<file path="src/efr_pkg.sv">
// ----------------------------------------------------------------------------
// Escaped frame receiver package
// Byte type and the framing constants used by the escaped frame receiver.
// ----------------------------------------------------------------------------
package efr_pkg;

    typedef logic [7:0] byte_t;

    // Start-of-frame flag, escape marker and the pattern that an escaped
    // byte is XORed with.
    localparam byte_t FLAG_BYTE   = 8'h7E;
    localparam byte_t ESCAPE_BYTE = 8'h7D;
    localparam byte_t ESCAPE_XOR  = 8'h20;

endpackage

</file>
<file path="src/escaped_frame_receiver.sv">
// ----------------------------------------------------------------------------
// Escaped frame receiver
// Deframes a byte-stuffed serial stream of the form flag, id, length,
// payload, XOR checksum, and reports each payload byte and a frame verdict.
// ----------------------------------------------------------------------------
//
//  Channel  Handshake                 Payload
//  -------  ------------------------  ---------------------------------------
//  input    in_valid / in_stall       line_byte
//  output   out_valid / out_stall     frame_id, frame_length, data_byte,
//                                     byte_index, is_end, checksum_good
//
// One item is accepted per cycle unless the input is stalled. An accepted
// item is held in the input register; once the result register can take a
// value, it updates the framing state and, if it is a payload or checksum
// byte, loads the result register, which drives the output. A stall on the
// output only holds the input side once both the input register and the
// result register are full. Reset returns the receiver to waiting for a
// flag with both registers empty.
//
// Framing: a flag byte restarts the frame from any phase. Inside a frame an
// escape marker makes the following byte be XORed with the escape pattern.
// Bytes outside a frame are dropped. A zero length skips straight to the
// checksum byte. The checksum is the XOR of id, length and all payload
// bytes; the end item carries the received checksum and the verdict.
// ----------------------------------------------------------------------------
module escaped_frame_receiver
(
    input  logic                 clk,
    input  logic                 rst_n,

    input  logic                 in_valid,
    output logic                 in_stall,
    input  efr_pkg::byte_t       line_byte,

    output logic                 out_valid,
    input  logic                 out_stall,
    output efr_pkg::byte_t       frame_id,
    output efr_pkg::byte_t       frame_length,
    output efr_pkg::byte_t       data_byte,
    output efr_pkg::byte_t       byte_index,
    output logic                 is_end,
    output logic                 checksum_good
);

    typedef enum logic [2:0]
    {
        PH_WAIT,
        PH_ID,
        PH_LENGTH,
        PH_PAYLOAD,
        PH_CHECK
    } phase_t;

    // Input register.
    logic            in_valid_reg;
    efr_pkg::byte_t  byte_reg;

    // Framing state.
    phase_t          phase_reg,     phase_next;
    logic            escape_reg,    escape_next;
    efr_pkg::byte_t  id_reg,        id_next;
    efr_pkg::byte_t  length_reg,    length_next;
    efr_pkg::byte_t  count_reg,     count_next;
    efr_pkg::byte_t  xor_reg,       xor_next;

    // Result register.
    logic            out_valid_reg;
    efr_pkg::byte_t  out_id_reg;
    efr_pkg::byte_t  out_length_reg;
    efr_pkg::byte_t  out_data_reg;
    efr_pkg::byte_t  out_index_reg;
    logic            out_end_reg;
    logic            out_good_reg;

    // Per-item decode.
    logic            advance;
    logic            fire;
    logic            emit;
    logic            emit_end;
    logic            emit_good;
    efr_pkg::byte_t  emit_data;
    efr_pkg::byte_t  emit_index;
    efr_pkg::byte_t  plain_byte;

    // The result register can take a new value when empty or being drained.
    assign advance  = !out_valid_reg || !out_stall;
    assign fire     = in_valid_reg && advance;
    assign in_stall = in_valid_reg && !advance;

    always_comb
    begin
        phase_next  = phase_reg;
        escape_next = escape_reg;
        id_next     = id_reg;
        length_next = length_reg;
        count_next  = count_reg;
        xor_next    = xor_reg;
        emit        = 1'b0;
        emit_end    = 1'b0;
        emit_good   = 1'b0;
        emit_data   = byte_reg;
        emit_index  = count_reg;
        plain_byte  = escape_reg ? (byte_reg ^ efr_pkg::ESCAPE_XOR) : byte_reg;

        if (byte_reg == efr_pkg::FLAG_BYTE)
        begin
            escape_next = 1'b0;
            count_next  = '0;
            phase_next  = PH_ID;
        end
        else if (phase_reg == PH_WAIT)
        begin
            phase_next = PH_WAIT;
        end
        else if (byte_reg == efr_pkg::ESCAPE_BYTE)
        begin
            escape_next = 1'b1;
        end
        else
        begin
            escape_next = 1'b0;
            unique case (phase_reg)
                PH_ID:
                begin
                    id_next    = plain_byte;
                    phase_next = PH_LENGTH;
                end
                PH_LENGTH:
                begin
                    length_next = plain_byte;
                    xor_next    = id_reg ^ plain_byte;
                    count_next  = '0;
                    phase_next  = (plain_byte == '0) ? PH_CHECK : PH_PAYLOAD;
                end
                PH_PAYLOAD:
                begin
                    xor_next   = xor_reg ^ plain_byte;
                    emit       = 1'b1;
                    emit_data  = plain_byte;
                    count_next = count_reg + 8'd1;
                    if (count_next == length_reg)
                    begin
                        phase_next = PH_CHECK;
                    end
                end
                PH_CHECK:
                begin
                    emit       = 1'b1;
                    emit_end   = 1'b1;
                    emit_data  = plain_byte;
                    emit_good  = (plain_byte == xor_reg);
                    phase_next = PH_WAIT;
                end
                default:
                begin
                    phase_next = PH_WAIT;
                end
            endcase
        end
    end

    always_ff @(posedge clk or negedge rst_n)
    begin
        if (!rst_n)
        begin
            in_valid_reg   <= 1'b0;
            byte_reg       <= '0;
            phase_reg      <= PH_WAIT;
            escape_reg     <= 1'b0;
            id_reg         <= '0;
            length_reg     <= '0;
            count_reg      <= '0;
            xor_reg        <= '0;
            out_valid_reg  <= 1'b0;
            out_id_reg     <= '0;
            out_length_reg <= '0;
            out_data_reg   <= '0;
            out_index_reg  <= '0;
            out_end_reg    <= 1'b0;
            out_good_reg   <= 1'b0;
        end
        else
        begin
            if (!in_stall)
            begin
                in_valid_reg <= in_valid;
                if (in_valid)
                begin
                    byte_reg <= line_byte;
                end
            end

            if (fire)
            begin
                phase_reg  <= phase_next;
                escape_reg <= escape_next;
                id_reg     <= id_next;
                length_reg <= length_next;
                count_reg  <= count_next;
                xor_reg    <= xor_next;
            end

            if (advance)
            begin
                out_valid_reg <= fire && emit;
                if (fire && emit)
                begin
                    out_id_reg     <= id_reg;
                    out_length_reg <= length_reg;
                    out_data_reg   <= emit_data;
                    out_index_reg  <= emit_index;
                    out_end_reg    <= emit_end;
                    out_good_reg   <= emit_good;
                end
            end
        end
    end

    assign out_valid     = out_valid_reg;
    assign frame_id      = out_id_reg;
    assign frame_length  = out_length_reg;
    assign data_byte     = out_data_reg;
    assign byte_index    = out_index_reg;
    assign is_end        = out_end_reg;
    assign checksum_good = out_good_reg;

    // A byte processed while waiting for a flag never yields a result.
    assert property (@(posedge clk) disable iff (!rst_n)
        (fire && phase_reg == PH_WAIT) |=> !out_valid)
        else $error("result produced outside a frame");

    // Payload results stay below the declared length and carry no good verdict.
    assert property (@(posedge clk) disable iff (!rst_n)
        (out_valid && !is_end) |-> (byte_index < frame_length && !checksum_good))
        else $error("payload result index or verdict out of range");

    // The end result reports exactly the declared number of payload bytes.
    assert property (@(posedge clk) disable iff (!rst_n)
        (out_valid && is_end) |-> (byte_index == frame_length))
        else $error("end result count differs from frame length");

    // An escape can only be pending inside a frame.
    assert property (@(posedge clk) disable iff (!rst_n)
        escape_reg |-> (phase_reg != PH_WAIT))
        else $error("escape pending outside a frame");

endmodule

</file>
<file path="config.mk">
export PLATFORM = sky130hd
export DESIGN_NAME = escaped_frame_receiver
export DESIGN_NICKNAME = d
export VERILOG_FILES = /design/src/efr_pkg.sv /design/src/escaped_frame_receiver.sv
export SDC_FILE = /design/constraint.sdc
export NUM_CORES = 1
export LEC_CHECK = 0
export BUFFER_PORTS_ARGS = -buffer_cell sky130_fd_sc_hd__buf_2
export CAP_MARGIN = 20
export CORE_MARGIN = 5
export CORE_UTILIZATION = 58
export CTS_CLUSTER_DIAMETER = 150
export DETAILED_ROUTE_END_ITERATION = 10
export GPL_TIMING_DRIVEN = 0
export PLACE_DENSITY_LB_ADDON = 0.2
export SETUP_SLACK_MARGIN = 0.3
export SLEW_MARGIN = 20
export SYNTH_ARGS = -nofsm -noshare
export SYNTH_HDL_FRONTEND = slang
export SYNTH_SLANG_ARGS = --single-unit
</file>
<file path="constraint.sdc">
create_clock -name clk -period 2.4 [get_ports clk]
set_clock_uncertainty 0.2 [all_clocks]
set_input_delay 0.48 -clock clk [delete_from_list [all_inputs] [get_ports clk]]
set_output_delay 0.48 -clock clk [all_outputs]
set_load 0.01 [all_outputs]
</file>
==> results of run 1 <==
## cell families (layout without fill, tap and decap cells)
kind of cell    count (synthesis)  count (layout)  share of synthesized area
xor+xnor                       18              18                     0.0431
compound gates                 82              82                      0.164
mux                            52              52                      0.141
buf+inv                        32             127                     0.0489
flops                          80              80                      0.489
fa+ha+maj                       1               1                    0.00306
simple gates                   91              91                      0.110
## cell usage after synthesis (2+ instances only)
cell | number | area [sq um]
buf_6 | 5 | 56.3
nand2b_1 | 6 | 37.5
o211ai_1 | 2 | 15.0
a211oi_1 | 3 | 22.5
nand3_1 | 5 | 25.0
o311a_1 | 2 | 20.0
a2111oi_0 | 2 | 17.5
and3_1 | 2 | 12.5
xor2_1 | 7 | 61.3
o41ai_4 | 2 | 55.1
a31o_2 | 4 | 35.0
o221a_2 | 5 | 56.3
inv_1 | 8 | 30.0
mux2i_1 | 7 | 70.1
mux2_1 | 5 | 56.3
dfrtp_1 | 80 | 2000
mux2_2 | 40 | 450
a21oi_1 | 16 | 80.1
a21o_1 | 2 | 15.0
nand4_1 | 3 | 18.8
o22a_1 | 5 | 43.8
nor3b_1 | 3 | 22.5
nor4_1 | 4 | 25.0
buf_2 | 10 | 50.1
xnor2_1 | 10 | 87.6
nor3_1 | 5 | 25.0
nand2_1 | 37 | 139
nor2_1 | 19 | 71.3
o22ai_1 | 2 | 12.5
buf_4 | 8 | 60.1
o21ai_0 | 16 | 80.1
a31oi_1 | 10 | 62.6
## worst reg2reg max path, delay by kind of cell (launching register included)
| family | cells | cell delay, ns |
|---|---|---|
| simple gates | 1 | 0.14 |
| mux | 1 | 0.30 |
| flops | 1 | 0.38 |
| compound gates | 2 | 0.51 |
| buf+inv | 3 | 0.46 |
## power breakdown
| group | internal (mW) | switching (mW) | leakage (nW) | total (mW) |
|---|---|---|---|---|
| sequential | 1.84 | 0.450 | 1.01 | 2.29 |
| combinational | 1.37 | 1.29 | 1.27 | 2.66 |
| clock | 0.364 | 0.497 | 0.0769 | 0.861 |
## per-layer routing
metal | GRT usage | vias up | routed length [um]
met5 | 0 | - | 0
met2 | 0.372 | 114 | 4580
li1 | - | 1473 | -
met1 | 0.332 | 1605 | 4360
met3 | 0.0441 | 14 | 712
met4 | 0.0890 | 0 | 157
## layout make-up
| type | instances | area [sq um] | area share |
|---|---|---|---|
| clock inverters | 6 | 37.5 | 0.00741 |
| flip-flops and latches | 80 | 2000 | 0.396 |
| plain buffers | 24 | 235 | 0.0465 |
| multi-input cells | 244 | 1990 | 0.393 |
| inverters | 8 | 33.8 | 0.00667 |
| well taps | 96 | 120 | 0.0237 |
| clock buffers | 9 | 124 | 0.0245 |
| repair buffers | 80 | 515 | 0.102 |
## worst max-delay path by stage
stage	startpoint	end	cells after the start
final	byte_reg[7]	frame_id[3]	7
after CTS	count_reg[1]	phase_reg[2]	7
after global placement	out_stall	byte_index[7]	6
after floorplan	out_stall	byte_index[4]	5
after global routing	byte_reg[7]	xor_reg[1]	8
after detailed placement	out_stall	frame_id[5]	6
## what timing repair did
action / CTS / global route
hold buffers: 1 / 0
pin swaps: 8 / 11
gates resized for setup: 18 / 31
cloned: 1 / 0
endpoints found under the hold margin: 31 / 0
buffers inserted: 19 / 11
setup endpoints to repair: 56 / 58
==> impl_metrics.ini, run 1 <==
[detailed_routing]
drc = 0
viasPerCell = 5.86
initialDrtViolationCount = 251
drtAntennaViolNets = 0
vias = 3206
wl_per_cell_um = 17.9
wl_mm = 9.81
dr.pass1.iters = 5

[clock_tree]
path_clk_slew_ns = 0.08
cts_sinks = 80
cts_buffer_depth = 2
htree_num_levels = 3
numCtsBuffers = 9
cts-root-buf = clkbuf_8
insertion_delay_ns = 0.36
cts_tree = built

[timing]
slew_violations = 0
whs_ns = 0.135
fin_crit_sh = 0.876
setup_tns_ns = 0
min_period_ns = 2.10
worstMarginPinSlew_ns = 0.515
rsz0062_at_grt = yes
fmax_mhz = 476
finalHoldViolations = 0
setup-violations-final = 0
slew_headroom = 0.653
setup_slack_ns = 0.298

[hold_path]
hp-class = in -> reg
hp-start = in_valid
hold_end = in_valid_reg
whs_path_depth = 2

[grt]
grt_usage = 0.239
antenna_found_initial = 0
grt_pass1_vias = 3131
grt_pass1_wl_mm = 16.2
grt_max_degree = 50
overflow = 0

[synth]
synth-edff-count = 0
synth-async-reset-ratio = 1.00
synth_cell_types = 53
ys_ff_latch = 80
synthCells = 356
yosysWarnings = 0
syn_nets = 369
yosysSeqAreaShare = 0.489
avgSynthCellArea_sq_um = 11.5
syn_area_sq_um = 4090
synthFlopType = dfrtp_1

[placed_design]
dp.cells = 500
place_congestion = 0.891
place_ws_ns = -0.00862
hpwl_mm = 6.25
port_buffers = 47
post_dp_cell_area_sq_um = 4480

[power]
p_per_area_nw_per_um2 = 1150
p_leak_nw = 2.35
ir_drop_v = 0.000744
power_mw = 5.81

[floorplan]
fp.dieW_um = 94.0
core_area_sq_um = 6830
dieArea_sq_um = 8830
initial_utilization = 0.599
ios = 48
fp.dieH_um = 94.0
num_rows = 30

[layout]
layout_commonest_cell = dfrtp_1
fill_cells = 521
utilization = 0.741
layout_common_cells = dfrtp_1, buf_2, nand2_1, mux2_2, buf_4
fin_area_sq_um = 5060
fin_cells = 547
nets = 460
area_delta_synth_final_pct = 23.8
n_antenna_cell = 0
drive_gt1_frac = 0.441

[run]
cap_violations = 0

[critical_path]
critPathSlowestCell = o31ai_4
cp_cell_sequence = buf_6 -> nand2b_4 -> buf_12 -> o31ai_4 -> a21oi_4 -> buf_4 -> mux2_1
slowest_delay_ns = 0.39
cp-start-kind = flop
r2r_start = byte_reg[7]
cpLargestDelayFamily = compound AO/OA/AOI/OAI gates
required_ns = 2.44
reg2regPathDepth = 7
critPathMaxFanout = 8
rrSetupSlack_ns = 0.30
arrival_ns = 2.15
worstSetupPathType = reg -> reg
r2r-end = frame_id[3]
crit_buf_inv = 3
worst_setup_path_end_kind = flop

[outcome]
status = finished, final reports clean
Power figures use the tool's default switching activity.
==> run 2: changes to the inputs <==
- BUFFER_PORTS_ARGS: -buffer_cell sky130_fd_sc_hd__buf_2 -> -buffer_cell sky130_fd_sc_hd__clkbuf_2
==> run 2 against run 1 <==
  * Final cell count unchanged
  * Combinational power about the same
  * Hold slack improved by 0.00086 ns
  * Register-to-register slack got worse by 0.03 ns
  * Wire length increased by 3.4%
  * Core utilization increased by 1.6 points
  * Global-route usage increased by 0.46 points
  * Clock power increased by 42%
  * Sequential power about the same
  * Via count increased by 1.1%
  * Critical path depth increased by 1
==> impl_metrics.ini, run 2 (same netlist as run 1, synthesis figures left out) <==
[grt]
antenna_found_initial = 0
grt_pass1_wl_mm = 16.4
grt_usage = 0.243
grt_pass1_vias = 3149
grt_max_degree = 52
overflow = 0

[timing]
rsz0062_at_grt = yes
setup-violations-final = 0
whs_ns = 0.135
slew_headroom = 0.632
finalHoldViolations = 0
setup_tns_ns = 0
slew_violations = 0
min_period_ns = 2.13
worstMarginPinSlew_ns = 0.550
fmax_mhz = 469
fin_crit_sh = 0.888

[detailed_routing]
dr.pass1.iters = 5
vias = 3241
drc = 0
drtAntennaViolNets = 0
wl_mm = 10.1
initialDrtViolationCount = 336
wl_per_cell_um = 18.5
viasPerCell = 5.93

[layout]
layout_commonest_cell = dfrtp_1
fill_cells = 473
layout_common_cells = dfrtp_1, clkbuf_2, mux2_2
seq_area_sq_um = 2000
multi_input_area_sq_um = 1980
drive_gt1_frac = 0.441
area_delta_synth_final_pct = 26.4
nets = 460
n_antenna_cell = 0

[critical_path]
cpLargestDelayFamily = compound AO/OA/AOI/OAI gates
slowest_delay_ns = 0.40
worst_setup_path_end_kind = flop
r2r_start = byte_reg[7]
critPathSlowestCell = dfrtp_1
crit_start = byte_reg[7]
cp_cell_sequence = buf_6 -> nand2b_4 -> buf_12 -> o311ai_4 -> nand2b_4 -> buf_8 -> o22ai_1 -> a211oi_1
critPathMaxFanout = 9
crit_buf_inv = 3
crit_top_cell = nand2b_4
cp-start-kind = flop
required_ns = 2.45
r2r-end = xor_reg[0]
rrSetupSlack_ns = 0.27
arrival_ns = 2.19
reg2regPathDepth = 8
worstSetupPathType = reg -> reg

[hold_path]
hp-start = in_valid
hold_end = in_valid_reg
hp-class = in -> reg
whs_path_depth = 2

[floorplan]
num_rows = 30
initial_utilization = 0.599
core_area_sq_um = 6830
dieArea_sq_um = 8830
fp.dieW_um = 94.0
ios = 48
fp.dieH_um = 94.0

[outcome]
status = finished, final reports clean

[power]
p_per_area_nw_per_um2 = 1200
p_leak_nw = 2.37
ir_drop_v = 0.000662
power_mw = 6.20

[clock_tree]
insertion_delay_ns = 0.35
numCtsBuffers = 9
path_clk_slew_ns = 0.08
cts_tree = built
htree_num_levels = 3
cts_buffer_depth = 2
cts_sinks = 80
cts-root-buf = clkbuf_8

[placed_design]
place_congestion = 0.900
hpwl_mm = 6.29
port_buffers = 47

[run]
cap_violations = 0
[run 2: per-layer routing]
layer  vias up  track usage  wire [um]
li1       1479            -          -
met1      1590        0.354       4560
met2       143        0.355       4620
met3        29       0.0393        650
met4         0        0.112        307
met5         -            0          0
[run 2: timing repair]
action	4_1_cts	5_1_grt
gates resized for setup	15	36
hold buffers	1	0
setup endpoints to repair	56	57
pin swaps	8	9
endpoints found under the hold margin	29	0
setup buffers	22	8
cloned	0	1
[run 2: how the worst max path moves through the flow]
stage	end	depth (start not counted)
after detailed placement	frame_id[4]	6
after CTS	phase_reg[1]	8
after global placement	byte_index[5]	1
after global routing	xor_reg[0]	8
final	xor_reg[0]	8
after floorplan	byte_index[4]	5
[run 2: per-stage QoR]
stage,worst slack [ns],std cells,utilization,instance area [sq um]
finish,0.268,547,0.757,5170
global route,0.233,547,0.757,5170
CTS,0.298,538,0.729,4980
detailed placement,-0.0281,500,0.655,4480
global placement,-0.127,499,0.651,4450
floorplan,0.400,356,-,4090
[run 2: power breakdown]
group	switching [mW]	total, mW	internal [mW]
sequential	0.459	2.30	1.84
clock	0.503	1.22	0.714
combinational	1.32	2.68	1.37
[run 2: final cells by class]
class,count,share of cell area
buffer,24,0.0474
clock inverter,5,0.0203
multi-input combinational,244,0.383
timing repair buffer,80,0.104
tap,96,0.0232
sequential,80,0.388
inverter,8,0.00726
clock buffer,10,0.0266
